File: config.mk
export PLATFORM = sky130hd
export DESIGN_NAME = bounded_lifo_stack
export DESIGN_NICKNAME = d
export VERILOG_FILES = /design/src/bls_pkg.sv /design/src/bls_ctrl.sv /design/src/bls_dpath.sv /design/src/bounded_lifo_stack.sv
export SDC_FILE = /design/constraint.sdc
export NUM_CORES = 1
export LEC_CHECK = 0
export BUFFER_PORTS_ARGS = -buffer_cell sky130_fd_sc_hd__buf_2
export CAP_MARGIN = 20
export CORE_ASPECT_RATIO = 1.2
export CORE_MARGIN = 2
export CORE_UTILIZATION = 65
export CTS_CLUSTER_DIAMETER = 100
export DETAILED_ROUTE_END_ITERATION = 12
export GPL_ROUTABILITY_DRIVEN = 0
export PLACE_DENSITY = 0.84
export SYNTH_ARGS = -nofsm -noshare
export SYNTH_HDL_FRONTEND = slang
export SYNTH_SLANG_ARGS = --single-unit
File: constraint.sdc
create_clock -name clk_i -period 9.8 [get_ports clk_i]
set_input_delay 1.96 -clock clk_i [delete_from_list [all_inputs] [get_ports clk_i]]
set_output_delay 1.96 -clock clk_i [all_outputs]
set_load 0.02 [all_outputs]
File: src/bls_pkg.sv
// Shared types, codes and default sizes for the bounded LIFO stack.
// Used by the controller, the datapath and the top level; depends on nothing.
package bls_pkg;

  localparam int unsigned DEPTH_DEF = 8;
  localparam int unsigned DATA_W    = 32;
  localparam int unsigned CMD_W     = 2;
  localparam int unsigned STATUS_W  = 2;
  localparam int unsigned POS_W     = 4;

  typedef enum logic [CMD_W-1:0] {
    CMD_PUSH    = 2'd0,
    CMD_POP     = 2'd1,
    CMD_PEEK    = 2'd2,
    CMD_DISPLAY = 2'd3
  } cmd_e;

  typedef enum logic [STATUS_W-1:0] {
    ST_OK       = 2'd0,
    ST_OVERFLOW = 2'd1,
    ST_EMPTY    = 2'd2
  } status_e;

  typedef enum logic [1:0] {
    RD_PTR    = 2'd0,
    RD_BOTTOM = 2'd1,
    RD_NEXT   = 2'd2
  } rd_sel_e;

  typedef struct packed {
    logic    wr_en;
    logic    ptr_dec;
    logic    ptr_inc;
    logic    rd_en;
    rd_sel_e rd_sel;
    logic    idx_load;
    logic    idx_dec;
    logic    res_load;
    logic    res_read;
    status_e res_status;
    logic    res_last;
  } ctrl_t;

  typedef struct packed {
    logic empty;
    logic full;
    logic walk_last;
  } stat_t;

endpackage

File: src/bls_ctrl.sv
// Command sequencer for the bounded LIFO stack.
// Depends on bls_pkg; drives the datapath through ctrl_t and reads stat_t.
module bls_ctrl
  import bls_pkg::*;
(
  input  logic             clk_i,
  input  logic             rst_ni,
  input  logic             start_i,
  input  logic [CMD_W-1:0] command_i,
  input  stat_t            stat_i,
  output ctrl_t            ctrl_o,
  output logic             busy_o
);

  typedef enum logic [1:0] {
    S_IDLE,
    S_RESP,
    S_WALK
  } state_e;

  state_e state_q, state_d;
  logic   pop_q, pop_d;
  cmd_e   cmd;

  assign cmd    = cmd_e'(command_i);
  assign busy_o = (state_q != S_IDLE);

  always_comb begin
    state_d = state_q;
    pop_d   = pop_q;
    ctrl_o  = '{default: '0, rd_sel: RD_PTR, res_status: ST_OK};
    case (state_q)
      S_IDLE: begin
        if (start_i) begin
          case (cmd)
            CMD_PUSH: begin
              ctrl_o.res_load = 1'b1;
              ctrl_o.res_last = 1'b1;
              if (stat_i.full) begin
                ctrl_o.res_status = ST_OVERFLOW;
              end else begin
                ctrl_o.wr_en   = 1'b1;
                ctrl_o.ptr_dec = 1'b1;
              end
            end
            CMD_POP, CMD_PEEK: begin
              if (stat_i.empty) begin
                ctrl_o.res_load   = 1'b1;
                ctrl_o.res_last   = 1'b1;
                ctrl_o.res_status = ST_EMPTY;
              end else begin
                ctrl_o.rd_en  = 1'b1;
                ctrl_o.rd_sel = RD_PTR;
                pop_d         = (cmd == CMD_POP);
                state_d       = S_RESP;
              end
            end
            CMD_DISPLAY: begin
              if (stat_i.empty) begin
                ctrl_o.res_load   = 1'b1;
                ctrl_o.res_last   = 1'b1;
                ctrl_o.res_status = ST_EMPTY;
              end else begin
                ctrl_o.rd_en    = 1'b1;
                ctrl_o.rd_sel   = RD_BOTTOM;
                ctrl_o.idx_load = 1'b1;
                state_d         = S_WALK;
              end
            end
            default: begin
            end
          endcase
        end
      end
      S_RESP: begin
        ctrl_o.res_load = 1'b1;
        ctrl_o.res_read = 1'b1;
        ctrl_o.res_last = 1'b1;
        ctrl_o.ptr_inc  = pop_q;
        state_d         = S_IDLE;
      end
      S_WALK: begin
        ctrl_o.res_load = 1'b1;
        ctrl_o.res_read = 1'b1;
        ctrl_o.res_last = stat_i.walk_last;
        if (stat_i.walk_last) begin
          state_d = S_IDLE;
        end else begin
          ctrl_o.rd_en   = 1'b1;
          ctrl_o.rd_sel  = RD_NEXT;
          ctrl_o.idx_dec = 1'b1;
        end
      end
      default: begin
        state_d = S_IDLE;
      end
    endcase
  end

  always_ff @(posedge clk_i or negedge rst_ni) begin
    if (!rst_ni) begin
      state_q <= S_IDLE;
      pop_q   <= 1'b0;
    end else begin
      state_q <= state_d;
      pop_q   <= pop_d;
    end
  end

  a_rd_wr_excl: assert property (@(posedge clk_i) disable iff (!rst_ni)
    !(ctrl_o.wr_en && ctrl_o.rd_en))
    else $error("Read and write issued in the same cycle.");

  a_resp_after_read: assert property (@(posedge clk_i) disable iff (!rst_ni)
    (state_q == S_RESP) |-> $past(ctrl_o.rd_en))
    else $error("Response state entered without a memory read.");

  a_read_busy: assert property (@(posedge clk_i) disable iff (!rst_ni)
    (ctrl_o.rd_en && !ctrl_o.res_load) |=> busy_o)
    else $error("Read data pending while the sequencer is idle.");

endmodule

File: src/bls_dpath.sv
// Entry memory, stack pointer, display index and result registers.
// Depends on bls_pkg; executes the ctrl_t commands from bls_ctrl.
module bls_dpath
  import bls_pkg::*;
#(
  parameter int unsigned DEPTH = DEPTH_DEF
) (
  input  logic                     clk_i,
  input  logic                     rst_ni,
  input  ctrl_t                    ctrl_i,
  input  logic signed [DATA_W-1:0] push_value_i,
  output stat_t                    stat_o,
  output logic                     done_o,
  output logic signed [DATA_W-1:0] data_value_o,
  output logic [STATUS_W-1:0]      status_o,
  output logic [POS_W-1:0]         pointer_position_o,
  output logic                     last_of_run_o
);

  localparam int unsigned PTR_W  = $clog2(DEPTH + 1);
  localparam int unsigned ADDR_W = (DEPTH > 1) ? $clog2(DEPTH) : 1;

  logic [DATA_W-1:0] mem_q [DEPTH];
  logic [DATA_W-1:0] rd_q;

  logic [PTR_W-1:0]       ptr_q, ptr_d, ptr_m1;
  logic [ADDR_W-1:0]      idx_q, idx_d, rd_addr, wr_addr;
  logic [PTR_W+POS_W-1:0] ptr_ext;

  logic                     done_q;
  logic signed [DATA_W-1:0] res_data_q;
  status_e                  res_status_q;
  logic                     res_last_q;

  assign ptr_m1  = ptr_q - PTR_W'(1);
  assign wr_addr = ptr_m1[ADDR_W-1:0];

  assign stat_o.empty     = (ptr_q == PTR_W'(DEPTH));
  assign stat_o.full      = (ptr_q == '0);
  assign stat_o.walk_last = (PTR_W'(idx_q) == ptr_q);

  always_comb begin
    case (ctrl_i.rd_sel)
      RD_PTR:    rd_addr = ptr_q[ADDR_W-1:0];
      RD_BOTTOM: rd_addr = ADDR_W'(DEPTH - 1);
      RD_NEXT:   rd_addr = idx_q - ADDR_W'(1);
      default:   rd_addr = ptr_q[ADDR_W-1:0];
    endcase
  end

  always_comb begin
    ptr_d = ptr_q;
    if (ctrl_i.ptr_dec) begin
      ptr_d = ptr_m1;
    end else if (ctrl_i.ptr_inc) begin
      ptr_d = ptr_q + PTR_W'(1);
    end
    idx_d = idx_q;
    if (ctrl_i.idx_load || ctrl_i.idx_dec) begin
      idx_d = rd_addr;
    end
  end

  always_ff @(posedge clk_i) begin
    if (ctrl_i.wr_en) begin
      mem_q[wr_addr] <= push_value_i;
    end
    if (ctrl_i.rd_en) begin
      rd_q <= mem_q[rd_addr];
    end
  end

  always_ff @(posedge clk_i or negedge rst_ni) begin
    if (!rst_ni) begin
      ptr_q  <= PTR_W'(DEPTH);
      done_q <= 1'b0;
    end else begin
      ptr_q  <= ptr_d;
      done_q <= ctrl_i.res_load;
    end
  end

  always_ff @(posedge clk_i) begin
    idx_q <= idx_d;
    if (ctrl_i.res_load) begin
      res_data_q   <= ctrl_i.res_read ? rd_q : '0;
      res_status_q <= ctrl_i.res_status;
      res_last_q   <= ctrl_i.res_last;
    end
  end

  assign ptr_ext            = {{POS_W{1'b0}}, ptr_q};
  assign pointer_position_o = ptr_ext[POS_W-1:0];
  assign done_o             = done_q;
  assign data_value_o       = res_data_q;
  assign status_o           = res_status_q;
  assign last_of_run_o      = res_last_q;

  a_ptr_range: assert property (@(posedge clk_i) disable iff (!rst_ni)
    ptr_q <= PTR_W'(DEPTH))
    else $error("Stack pointer beyond the depth.");

  a_no_write_full: assert property (@(posedge clk_i) disable iff (!rst_ni)
    ctrl_i.wr_en |-> !stat_o.full)
    else $error("Write issued while the stack is full.");

endmodule

File: src/bounded_lifo_stack.sv
// Bounded LIFO stack: push, pop and peek give one result each, display streams entries.
// Push, and any command that fails, gives its result in the cycle after acceptance; the next
// transaction can be accepted in that same cycle, one per cycle. Pop and peek read the
// registered memory port, then load the result registers. Display reads from the bottom
// entry up, then gives one result per cycle. Reset empties the stack; entry contents are
// undefined until pushed. Results cannot be stalled. Depends on bls_pkg, bls_ctrl, bls_dpath.
module bounded_lifo_stack
  import bls_pkg::*;
#(
  parameter int unsigned DEPTH = DEPTH_DEF
) (
  input  logic                     clk_i,
  input  logic                     rst_ni,
  input  logic                     start_i,
  output logic                     busy_o,
  input  logic [CMD_W-1:0]         command_i,
  input  logic signed [DATA_W-1:0] push_value_i,
  output logic                     done_o,
  output logic signed [DATA_W-1:0] data_value_o,
  output logic [STATUS_W-1:0]      status_o,
  output logic [POS_W-1:0]         pointer_position_o,
  output logic                     last_of_run_o
);

  ctrl_t ctrl;
  stat_t stat;

  bls_ctrl u_ctrl (
    .clk_i     (clk_i),
    .rst_ni    (rst_ni),
    .start_i   (start_i),
    .command_i (command_i),
    .stat_i    (stat),
    .ctrl_o    (ctrl),
    .busy_o    (busy_o)
  );

  bls_dpath #(
    .DEPTH (DEPTH)
  ) u_dpath (
    .clk_i              (clk_i),
    .rst_ni             (rst_ni),
    .ctrl_i             (ctrl),
    .push_value_i       (push_value_i),
    .stat_o             (stat),
    .done_o             (done_o),
    .data_value_o       (data_value_o),
    .status_o           (status_o),
    .pointer_position_o (pointer_position_o),
    .last_of_run_o      (last_of_run_o)
  );

endmodule

Word-level counts from Yosys, hierarchy flattened. Memories as Yosys holds them, arrays and structs flattened. A register that Yosys moved wholly into a read port is not among the register bits. Cells that the tools add are included.

ROM bits: 0. Output and inout port bits: 41. Memory bits (writable): 256. Latch bits: 0. Memories: 1. Bits in registers: 46. Bits of input ports: 37. Word-level logic and storage cells: 75.

Memories: u_dpath.mem_q (words 8, width 32, read ports 1, clocked after memory_dff 1, wr ports 1, RTL line bls_dpath.sv:23) `logic [DATA_W-1:0] mem_q [DEPTH];`.

Shift operators: 0. Div/mod/pow operators: 0. Add/subtract/negate cells: 3. Mux-type cells: 36. Equality and inequality tests: 14. $lt $le $gt $ge: 0. Bitwise logic cells: 1. Multipliers: 0. Reduce and logical (&&, ||, !) cells: 12.

Operators with widths (number): case mux 3 bit (2 select lines) (4); 2-to-1 mux 2 bit (8); 2-to-1 mux 4 bit (4); 2-to-1 mux 1 bit (12); 2-to-1 mux 3 bit (3); != test 3 bit (second input constant) (3); equality test 2 bit (second input constant) (4); case mux 2 bit (2 select lines) (2); equality test 2 x 1 -> 1 bit (second input constant) (3); AND reduction 5 bit (1); adder 4 x 1 -> 4 bit (second input constant) (1); equality test 3 x 4 -> 1 bit (1); equality test 4 bit (second input constant) (1); zero test 2 bit (2); zero test 4 bit (1); case mux 1 bit (2 select lines) (2); AND reduction 4 bit (1); nonzero test 2 bit (2); OR reduction 2 bit (2); subtractor 4 x 1 -> 4 bit (second input constant) (1); case mux 1 bit (3 select lines) (1); OR reduction 3 bit (1); subtractor 3 x 1 -> 3 bit (second input constant) (1); != test 2 x 1 -> 1 bit (second input constant) (1); other kinds (4) (4).

Depth between registers and ports, before layout. Gate-level depths: netlist (run 1).

Word-level depth: 7. Gate-level depth with buffers: 16. Mapped depth without buffers: 13.

Modules after synthesis. Synthesis (run 1) repeated with hierarchy kept, for this count alone.

Cell total of the unflattened synthesis: 869. Area total of the unflattened synthesis: 13299.0 um2.

By module, submodules not included: bls_dpath (cells each 823, area each 12907.4 um2, instances 1, seq. area each 9915.8 um2); bls_ctrl (cells each 46, area each 391.6 um2, instances 1, seq. area each 75.1 um2).

Worst setup path before layout (run 1). OpenSTA, ideal clock, no wires.

Path kind: input to register. Start: input port command_i[0]. End: memory u_dpath.mem_q[3][0] (enable). Stages on the path: 6. Data required time: 9298 ps. Library setup time: 502 ps. Arrival time: 5793 ps. Buffers on the path: 1. Path slack: 3505 ps. Path through: inv_1 -> ha_1 -> and3_1 -> clkbuf_1 -> nand2_2 -> nor4_1.

Cells in the longest elaborated chain, start to end: 6.

Ends and longest elaborated chain: from (decl) (RTL line bounded_lifo_stack.sv:16) `input logic [CMD_W-1:0] command_i,`; zero test 2 bit (RTL line bls_ctrl.sv:35) `case (cmd)`; 2-to-1 mux 2 bit (RTL line bls_ctrl.sv:35); 2-to-1 mux 2 bit (RTL line bls_ctrl.sv:34) `if (start_i) begin`; 2-to-1 mux 2 bit (RTL line bls_ctrl.sv:32) `case (state_q)`; 2-to-1 mux 1 bit (RTL line bls_dpath.sv:65) `if (ctrl_i.wr_en) begin`; 2-to-1 mux 1 bit (not written as such) (RTL line bls_dpath.sv:66) `mem_q[wr_addr] <= push_value_i;`; to (decl) (RTL line bls_dpath.sv:23).

No other way between the ends.

Final worst setup path (run 1).
Start: input port start_i. End: register u_dpath.rd_q[16] (read register of u_dpath.mem_q) (data pin).

Cells in the longest elaborated chain, start to end: 4. Elaborated cells between the ends (all ways): 5. Those cells by class: eq/ne: 2; mux: 3.

Ends and longest elaborated chain: from (decl) (RTL line bounded_lifo_stack.sv:14) `input logic start_i,`; 2-to-1 mux 4 bit (*) (RTL line bls_ctrl.sv:34); case mux 3 bit (2 select lines) (*) (RTL line bls_ctrl.sv:32); equality test 2 bit or equality test 2 x 1 -> 1 bit (tied branches) (RTL line bls_dpath.sv:43) `case (ctrl_i.rd_sel)`; case mux 3 bit (2 select lines) (RTL line bls_dpath.sv:43); to (decl) (RTL line bls_dpath.sv:24) `logic [DATA_W-1:0] rd_q;`.

Mark *: on every way between the ends. The rest lies on a longest branch, timed or not. A chain may end at the register's enable or synchronous reset.

==> results of run 1 <==
[flip-flops by register name, summed over array words and instances (netlist names)]
signal / cells
u_dpath.last_of_run_o: 1
u_dpath.rd_q: 32
u_dpath.status_o: 2
u_dpath.idx_q: 3
u_dpath.done_o: 1
u_ctrl.state_q: 2
u_dpath.data_value_o: 32
u_dpath.pointer_position_o: 4
u_dpath.mem_q: 256
u_ctrl.pop_q: 1
[stage by stage]
| step | hold WS [ns] | worst slack (ns) | utilization [%] |
|---|---|---|---|
| floorplan | 0.503 | 3.51 | - |
| global placement | 0.506 | 4.12 | 68.9 |
| detailed placement | 0.511 | 3.98 | 69.1 |
| CTS | 0.520 | 4.48 | 73.8 |
| global route | 0.540 | 4.17 | 73.8 |
| finish | 0.521 | 4.50 | 73.8 |
[power groups by stage]
stage	Sequential (uW)	Clock, uW	Combinational (uW)
after CTS	1970	1120	1790
after global placement	1990	0	1680
after floorplan	2090	0	1260
after detailed placement	2000	0	1770
after global routing	1990	1170	1970
final	1970	1100	1800
[worst register-to-register path, stage by stage (launching register included)]
cell and delay, ns:
dfrtp_1 0.65, inv_1 0.16, ha_1 0.32, nand3b_1 0.18, nor2b_1 0.24, nand2_1 0.12
inv_1 0.07, ha_1 0.31, or2_1 0.35, o21ai_4 0.14, buf_4 0.59, inv_2 0.54
buf_4 0.47, a21oi_1 0.30, a221oi_2 0.11, a21o_1 0.21
[final cells by class]
| cell class | count | area (um2) |
|---|---|---|
| sequential | 334 | 9990 |
| fill | 1193 | 5260 |
| multi-input combinational | 437 | 2980 |
| clock buffer | 39 | 806 |
| timing repair buffer | 95 | 552 |
| tap | 265 | 332 |
| clock inverter | 18 | 133 |
| inverter | 16 | 60.1 |
| antenna | 1 | 2.50 |
[worst paths after layout]
check / cells past startpoint / end / start
max in group asynchronous: 1 / u_dpath.pointer_position_o[3] / rst_ni
hold reg to reg: 1 / u_dpath.data_value_o[21] / u_dpath.rd_q[21]
min in group asynchronous: 1 / u_ctrl.state_q[1] / rst_ni
setup / recovery: 14 / u_dpath.rd_q[16] / start_i
setup reg to reg: 15 / u_dpath.rd_q[16] / u_dpath.pointer_position_o[0]
hold / removal: 1 / u_dpath.data_value_o[21] / u_dpath.rd_q[21]
[layer usage]
layer	up-vias	GRT usage (%)	share of wire, %
met5	-	0	0
met1	3692	31.6	40
met3	72	3.87	6.7
li1	3358	-	-
met4	0	9.95	3.5
met2	306	40.1	50
[cells in the final DEF, fill, tap and decap left out, drive strengths merged, types with 2 or more instances in the layout]
| cell type | count |
|---|---|
| a21o | 32 |
| a21oi | 67 |
| a221oi | 32 |
| a32oi | 32 |
| and2 | 32 |
| buf | 95 |
| bufinv | 2 |
| clkbuf | 39 |
| clkinv | 15 |
| dfrtp | 7 |
| edfxtp | 326 |
| ha | 14 |
| inv | 16 |
| mux2i | 32 |
| nand2 | 142 |
| nand2b | 2 |
| nand3 | 3 |
| nor2 | 7 |
| nor2b | 3 |
| nor3 | 6 |
| nor4 | 4 |
| o211ai | 2 |
| o21ai | 5 |
| o2bb2ai | 2 |
| xnor2 | 3 |
| xor2 | 5 |
[logic make-up after synthesis]
kind of cell    synth area share (%)
flops                           75.6
simple gates                    6.84
compound gates                  10.6
buf+inv                         2.63
mux                             2.51
fa+ha+maj                       1.32
xor+xnor                       0.530
==> results list, run 1 <==
* Status: completed
- The tightest min-delay check is of the flip-flop to flip-flop type.
- The worst setup path is of the input pin to flip-flop kind.
- For this run, the total global-route usage over all layers was measured as 23.9%.
* Antenna violations before repair: 1
- Post-Syn Nets: 890
* Number of levels in the clock H-tree: 1
* Detailed-route wire length per cell: 21.3 um
* Slowest cell on the critical path: buf_4
- Comb power frac: 37.0%
- Transition time at the pin with the least slew margin: 0.959 ns
- Counting flops with a built-in enable in the synthesized netlist gives 326.
- After synthesis the cells add up to 13200 um2.
- The first global-routing pass estimated 39.3 mm of wire.
- Leaving out filler cells and counting taps, the final layout contains 1205.
- The detailed router placed 7428 vias in this run.
* Drc violations: 0
* Routed Wire Length: 25.7 mm
- After synthesis the netlist holds a flip-flop and latch count of 334.
- For this run the aggregate overflow at the end of global routing stands at 0.
- Share of the synthesized area in the top cell type: 74.0%
* Category of the worst setup path launch point: input pin
- Broken down by cell family, the worst path's largest delay share belongs to buffers and inverters.
- Maximum resistive drop on vdd: 0.000243 V
* Required @ worst endpoint: 10.09 ns
- The initialized floorplan defines 57 standard-cell rows.
* Sequential area share after synthesis: 75.6%
- From synthesis to final layout, the design area changed by 12.3%.
* Critical path buffers and inverters: 5
* Clock tree root buffer cell: clkbuf_16
- Relative contribution of the clock network to total power: 22.6%
* CP Capture Type: flip-flop
- In this run the static leakage power is 0.00534 uW.
* Sequence of cells on the critical path: buf_2 -> nand2_1 -> nor2b_1 -> nand2_1 -> inv_1 -> ha_1 -> or2_1 -> o21ai_4 -> buf_4 -> inv_2 -> buf_4 -> a21oi_1 -> a221oi_2 -> a21o_1
- In this run the remaining antenna-violating nets after routing total 0.
- Post-layout min period: 5.30 ns
- The internal portion of the total power is 3150 uW.
* Number of top-level pins: 78
- Most frequently used cell type in the post-synthesis netlist: edfxtp_1
- Buffers added to address setup during post-CTS repair amount to 0.
* Data arrival time of the critical path: 5.59 ns
- Horizontal die dimension: 134 um
* Setup skew after layout: 0.00796 ns
- CP max FO: 58
- Entering global routing, the biggest net connects 73 pins.
- Initial standard-cell utilization of the core: 65.7%
* Starting DRC count in detailed routing: 786
- In this run the power density over the cells is 328 nW/um2.
* Switching Share: 35.5%
- Number of hold buffers added after cts: 0
- Once placement finished, the instance area stood at 13900 um2.
- Total die area: 21500 um2
- Share of synthesized registers carrying an async set or reset: 2.40%
* Maximum count of clock buffers along a single path: 3
* Layout cells sized above 1: 18.8%
* Number of max-cap violations: 0
* Post-synthesis average cell area: 15.8 um2
* Count of warnings emitted by yosys: 0
- Timing would allow up to 189 MHz.
* Slew Limit Headroom: 36.1%
* Flop-to-flop setup slack: 4.79 ns
- Once placement completed, the tool counted placed cells totaling 1146.
- Clock sink count: 334
- Buffers placed on the I/O ports in this run total 77.
- The floorplan step set the die height to 160 um.
- Clock latency on the worst-skew pair: 0.54 ns
* Fin crit share: 54.1%
- After legalization and detailed placement, the total HPWL measured 13.5 mm.
- First-pass detailed-route iteration total: 5
- TritonCTS created 31 clock buffers.
- Number of different library cells in the post-synthesis netlist: 44
- Setup violations remaining at the end of the flow were counted as 0.
- After clock tree synthesis, the repair step resized 0 gates.
* Count of endpoints failing hold in the final timing report: 0
- Post-route setup TNS: 0 ns
- Dominant cells by area after synthesis: edfxtp_1 74%, nand2_1 4.0%, a221oi_2 3.0%, a21oi_1 2.5%, mux2i_1 2.4%
* Floorplan core area: 20100 um2
- Summed over all instances, the cell type with the most area after synthesis is edfxtp_1.
- TritonCTS built the clock tree.
* Total count of max-transition violations in the final report: 0
- For this design the total switching power over the nets is 1730 uW.
- Among all flip-flop cells after synthesis, the most frequent one is edfxtp_1.
* Unrepaired setup endpoints after global routing: no
* Clock transition at path regs: 0.06 ns
* Sequential group share of total power: 40.4%
* Delay of the slowest critical-path stage: 0.59 ns
* Vias per std cell: 6.16
* Net count of the finished layout: 966
* Overall Power: 4880 uW
- Number of global-route vias before repair: 7289
- Synthesis produced a netlist whose cell count is 839.
* Post-route cell area: 14900 um2
* Top post-synthesis cells by count: 326 x edfxtp_1, 141 x nand2_1, 67 x a21oi_1
Note: power is estimated with default switching activity, not from simulation.
==> run 2, diff against run 1 <==
- CORE_UTILIZATION: 65 -> 60
- PLACE_DENSITY: 0.84 -> 0.79
- clock period: 9.8 -> 5.3 ns (I/O delays scaled with it)
==> run 2 against run 1 <==
Register-to-register slack lost 3.6 ns. Worst hold slack lost 0.17 ns. Cell count grew 0.50%. Combinational power grew 86%. Global-route usage shrank 2.5 points. Die area grew 8.1%. Total power grew 83%. Critical path depth shrank 1. Critical path type is now flip-flop to flip-flop. Highest routed layer is now met5.
==> results list, run 2 (same netlist as run 1, synthesis figures left out) <==
* Standard-cell rows: 59
- The share of total power dissipated in sequential elements is 40.8%.
* Data arrival time of the critical path: 4.38 ns
* Number of global-route vias before repair: 7324
- In this run the worst path has a maximum fanout of 128.
- Clock tree root buffer cell: clkbuf_16
* Post-layout min period: 4.08 ns
- Total die area: 23200 um2
* Post-DP HPWL: 12.8 mm
- For this run the aggregate overflow at the end of global routing stands at 0.
* Initial standard-cell utilization of the core: 61.1%
* Final setup slack of the worst path: 1.22 ns
- The first global-routing pass estimated 39.1 mm of wire.
* Max FFs per register: 256
- Leading cell type in the layout, fill and taps excluded: edfxtp_1
- Via count of the routed design: 7357
- After detailed routing, the average wire length per cell comes to 20.8 um.
* Post_cts resized: 0
* Category of the worst setup path launch point: flip-flop
* Comb power frac: 37.3%
- In the global route stage, overall resource usage came out at 21.4%.
- Wires add up to 25.2 mm.
- Delay of the slowest critical-path stage: 0.63 ns
- Startpoint of the lowest-slack register-to-register path: u_dpath.pointer_position_o[0]
- Clock transition at path regs: 0.07 ns
* Cell-internal power: 5740 uW
* Worst setup path category: flip-flop to flip-flop
- Status: completed
* Floorplan core area: 21600 um2
* Setup-violating endpoint count in the final report: 0
- PwrDens: 603 nW/um2
- Counting along the longest clock path gives a buffer depth of 3.
- CP Capture Type: flip-flop
- Transition time at the pin with the least slew margin: 0.947 ns
- In this run the tightest slew margin relative to its limit is 36.9%.
- Counting both buffers and inverters, the worst setup path holds a total of 3.
- Cells with a size suffix above 1 make up 18.9% of the layout.
- In this run the worst hold path is classified as input pin to async pin.
- Summed over all failing endpoints, the final setup total negative slack is 0 ns.
- The critical path starts at u_dpath.pointer_position_o[0].
* Drc violations: 0
* Most used cells in the layout excluding fill and tap cells: 326 x edfxtp_1, 141 x nand2_1, 77 x buf_2
- The share of total power dissipated in the clock network is 21.9%.
- u_dpath.mem_q holds more flip-flops than any other register.
* Overall Power: 8940 uW
* Count of endpoints failing hold in the final timing report: 0
* Final hold slack: 0.348 ns
- Required @ worst endpoint: 5.60 ns
- Setup skew after layout: 0.0100 ns
- The initial antenna violation count came to 2.
- At the later pin of the worst-skew pair, clock insertion delay measures 0.54 ns.
* Post-placement worst setup slack: 1.33 ns
- Number of max-cap violations: 0
- Measured along the x axis, the die boundary spans 140 um.
- CTS saw 334 sinks.
- TritonCTS created 30 clock buffers.
- Pin count of the biggest net entering global routing: 129
- Vias per std cell: 6.08
- For this design, the CTS-stage hold fixing added 0 buffers.
- In this run the remaining antenna-violating nets after routing total 0.
- Standby leakage power: 0.00531 uW
* Buffer count from post-CTS setup fixing: 0
- First-pass detailed-route iteration total: 5
* NetSw: 3200 uW
- The worst-case IR drop observed on VDD is 0.000617 V.
* Height of the die: 167 um
- Based on the critical path, the design can be clocked at up to 245 MHz.
* Kind of cell with the highest combined delay on the critical path: simple AND/OR/NAND/NOR gates
* Number of top-level pins: 78
* Syn-to-layout area delta: 12.1%
- Number of port buffers: 77
- Net count of the finished layout: 964
- The first routing iteration left 720 violations.
- Among all stages on the critical path, the largest delay is contributed by dfrtp_1.
- Switching Share: 35.8%
- The final count of pins violating max slew was 0.
- Sequence of cells on the critical path: inv_1 -> ha_1 -> nand3b_1 -> nor2b_1 -> nand2_1 -> inv_1 -> ha_1 -> or2_1 -> o21ai_4 -> buf_12 -> mux2i_1 -> a221oi_2 -> a21o_1
- In this run the number of H-tree levels came out at 1.
* TritonCTS clock tree: built
* Unrepaired setup endpoints after global routing: no
- Of the available clock period, the critical path in the final layout requires 77.0%.
-- run 2: cell types whose count changed in the layout (fill, tap and decap cells not counted), sizes merged --
cell	previous run	this run
clkbuf	39	38
diode	1	2
inv	16	17
buf	95	94
clkinv	15	13
clkinvlp	1	2
bufinv	2	0
-- run 2: area by class of cell --
| class | count | area [um2] |
|---|---|---|
| multi-input cells | 437 | 2980 |
| inverters | 16 | 60.1 |
| flip-flops and latches | 334 | 9990 |
| well taps | 274 | 343 |
| repair buffers | 94 | 563 |
| diodes | 2 | 5.00 |
| clock inverters | 16 | 81.3 |
| clock buffers | 38 | 802 |
| fillers | 1415 | 6810 |
-- run 2: path summary, 6_finish.rpt --
kind / end / slack [ns] / cells past startpoint
max: u_dpath.rd_q[31] / 1.22 / 13
min: u_ctrl.pop_q / 0.35 / 1
max reg2reg: u_dpath.rd_q[31] / 1.22 / 13
min reg2reg: u_dpath.data_value_o[26] / 0.53 / 1
max in group asynchronous: u_dpath.pointer_position_o[3] / 4.70 / 1
min in group clk_i: u_dpath.data_value_o[26] / 0.53 / 1
-- run 2: per-layer routing --
layer / up-vias / wire [um] / global-route usage (%)
met2: 252 / 12600 / 36.6
li1: 3337 / - / -
met3: 54 / 1610 / 3.77
met5: - / 15 / 0
met4: 2 / 602 / 6.98
met1: 3712 / 10400 / 28.2
-- run 2: power groups by stage --
stage          Sequential [uW]  Combinational, uW  Clock [uW]
2_1_floorplan             3870               2320           0
3_3_place_gp              3690               3220           0
3_5_place_dp              3690               3330           0
4_1_cts                   3640               3360        1990
5_1_grt                   3670               3650        2100
6_report                  3640               3340        1960
-- run 2: stage by stage --
stage | util, % | instances | instance area, um2
finish | 68.5 | 1211 | 14800
global route | 68.5 | 1209 | 14800
global placement | 64.4 | 1155 | 13900
CTS | 68.5 | 1209 | 14800
floorplan | - | 839 | 13200
detailed placement | 64.4 | 1155 | 13900
==> run 3, diff against run 2 <==
- CORE_UTILIZATION: 60 -> 54
- PLACE_DENSITY: 0.79 -> 0.75
- clock period: 5.3 -> 3.6 ns (I/O delays scaled with it)
==> run 3 against run 2 <==
Global-route usage decreased by 1.5 points. Clock-buffer cell count decreased by 7. Critical path type unchanged. Sequential power increased by 46%. Core utilization decreased by 4.9 points. Final area increased by 2.9%. Wire length increased by 4.1%. Combinational power increased by 57%. First-iteration DRC count decreased by 31%. Maximum frequency increased by 20%.
==> results list, run 3 (same netlist as run 1, synthesis figures left out) <==
- Status: completed
* Post-layout min period: 3.41 ns
- Detailed-route wire length per cell: 20.6 um
- Leaving out fill and tap cells, the most frequent cells in the layout are 326 x edfxtp_1, 141 x nand2_1, 77 x buf_2.
- Ranked by flip-flop count, first place goes to u_dpath.mem_q.
- Post-DP HPWL: 13.4 mm
- Post-route cell area: 15300 um2
- Data on the critical path is required at its endpoint by 3.92 ns.
* Number of buffers created by CTS: 30
- In this run the power spent charging and discharging nets is 4890 uW.
- Leaving out filler cells and counting taps, the final layout contains 1271.
- Of the cells placed in the final design, the portion with a size suffix greater than 1 is 20.2%.
- TritonCTS clock tree: built
- Final setup slack of the worst path: 0.191 ns
* Switching Share: 35.2%
- For the final database, setup skew stands at 0.0118 ns.
- Delay of the slowest critical-path stage: 0.48 ns
- The floorplan step defined a die boundary enclosing 25800 um2.
- CTS built an H-tree with a depth of 1.
* CP max FO: 20
* Starting DRC count in detailed routing: 497
* Standby leakage power: 0.00548 uW
* Floorplan core area: 24000 um2
* Hold Path Cell Cnt: 1
- Kind of cell with the highest combined delay on the critical path: simple AND/OR/NAND/NOR gates
- For this run, the post-layout net count is 976.
- The worst setup path is captured at a flip-flop.
- Post-placement worst setup slack: 0.220 ns
- Unrepaired setup endpoints after global routing: no
* Category of the worst setup path launch point: flip-flop
- Maximum resistive drop on vdd: 0.000629 V
- Number of top-level pins: 78
- Worst setup path category: flip-flop to flip-flop
* Leading cell type in the layout, fill and taps excluded: edfxtp_1
- Hold Crit Class: input pin to flip-flop
- In this run, the combinational gates consume 37.8% of the power.
- CTS saw 334 sinks.
- Sequential standard cell area: 9990 um2
- Critical path buffers and inverters: 3
* Number of max-cap violations: 0
- Antenna violations before repair: 2
- Height of the die: 175 um
* Global-route wire length before repair: 39.8 mm
- Transition time at the pin with the least slew margin: 0.625 ns
- Max FFs per register: 256
- Final ANT Viol Nets: 0
* Fin crit share: 94.7%
* Number of placed cells counting well taps: 1209
- After global routing the overflow that remains totals 0.
* Syn-to-layout area delta: 15.3%
* Length in cells of the worst reg-to-reg path: 13
* Sequence of cells on the critical path: inv_1 -> ha_1 -> nand3b_1 -> nor2b_1 -> nand2_1 -> inv_1 -> ha_1 -> or2_1 -> o21ai_4 -> buf_4 -> mux2i_1 -> a221oi_2 -> a21o_1
- Drc violations: 0
- Number of global-route vias before repair: 7305
* Relative contribution of the clock network to total power: 23.8%
* Setup-violating endpoint count in the final report: 0
- The share of total power dissipated in sequential elements is 38.5%.
- Horizontal die dimension: 147 um
* Cell-internal power: 8980 uW
- Data arrival time of the critical path: 3.72 ns
* Achievable Freq: 293 MHz
- Total count of max-transition violations in the final report: 0
- The design draws 13900 uW.
- Final core area utilization: 63.6%
- The initialized floorplan defines 62 standard-cell rows.
- Global routing used 19.9% of the available tracks.
* Clock latency on the worst-skew pair: 0.56 ns
- The filler cells instantiated in the layout total 1670.
- The cell sitting at the root of the clock tree is a clkbuf_16.
* Vias per std cell: 5.84
- Port buffering added 77 buffers.
- The slowest stage of the critical path belongs to the cell dfrtp_1.
* Pin count of the biggest net entering global routing: 74
- The multi-input combinational cells in the finished layout cover a total of 3010 um2.
- Initial standard-cell utilization of the core: 55.2%
- Routed Wire Length: 26.2 mm
- The clock passes through at most 3 buffers.
- Clock-pin slew was measured on the worst setup and hold paths at 0.07 ns.
* PwrDens: 909 nW/um2
- The final hold violation count was 0.
- After detailed placement, the total cell area comes to 14200 um2.
* First-pass detailed-route iteration total: 5
- Slew Limit Headroom: 58.2%
* Via count of the routed design: 7420
* Critical path depth: 13
## run 3: area by class of cell
type / count / area share [%]
Antenna cell: 2 / 0.0328
Clock buffer: 31 / 4.95
Clock inverter: 25 / 1.81
Inverter: 16 / 0.394
Multi-Input combinational cell: 437 / 19.7
Sequential cell: 334 / 65.5
Tap cell: 320 / 2.63
Timing Repair Buffer: 106 / 4.98
## run 3: path summary, 6_finish.rpt
path                                                     from                       endpoint  slack [ns]
worst max-delay path            u_dpath.pointer_position_o[0]               u_dpath.rd_q[24]        0.19
worst min register to register               u_dpath.rd_q[24]       u_dpath.data_value_o[24]        0.52
worst max register to register  u_dpath.pointer_position_o[0]               u_dpath.rd_q[24]        0.19
min in group asynchronous                              rst_ni                 u_dpath.done_o        0.53
max in group asynchronous                              rst_ni  u_dpath.pointer_position_o[3]        2.83
worst min-delay path                          push_value_i[9]            u_dpath.mem_q[3][9]        0.42
## run 3: per-layer routing
layer | GRT usage [%] | share of wire (%) | up-vias
met4 | 7.93 | 3.3 | 0
met1 | 26.2 | 42 | 3713
li1 | - | - | 3377
met5 | 0 | 0 | -
met3 | 3.25 | 6.3 | 63
met2 | 33.5 | 49 | 267
## run 3: power by group through the flow
stage / clock, uW / sequential (uW) / combinational [uW]
6_report: 3300 / 5330 / 5230
2_1_floorplan: 0 / 5690 / 3440
5_1_grt: 3470 / 5380 / 5690
3_3_place_gp: 0 / 5400 / 4980
3_5_place_dp: 0 / 5410 / 5100
4_1_cts: 3340 / 5330 / 5140
## run 3: through the flow
| step | hold WS, ns | setup TNS (ns) |
|---|---|---|
| 2_1_floorplan | 0.424 | -44.63 |
| 3_3_place_gp | 0.508 | 0 |
| 3_5_place_dp | 0.511 | 0 |
| 4_1_cts | 0.406 | 0 |
| 5_1_grt | 0.423 | 0 |
| 6_report | 0.424 | 0 |
## run 3: repair_timing
item                                    in CTS  in global routing
buffers inserted                             0                  1
hold buffers                                 1                  0
resized for setup                            0                  2
endpoints found under the setup margin       0                 11
hold endpoints to repair                     7                  0
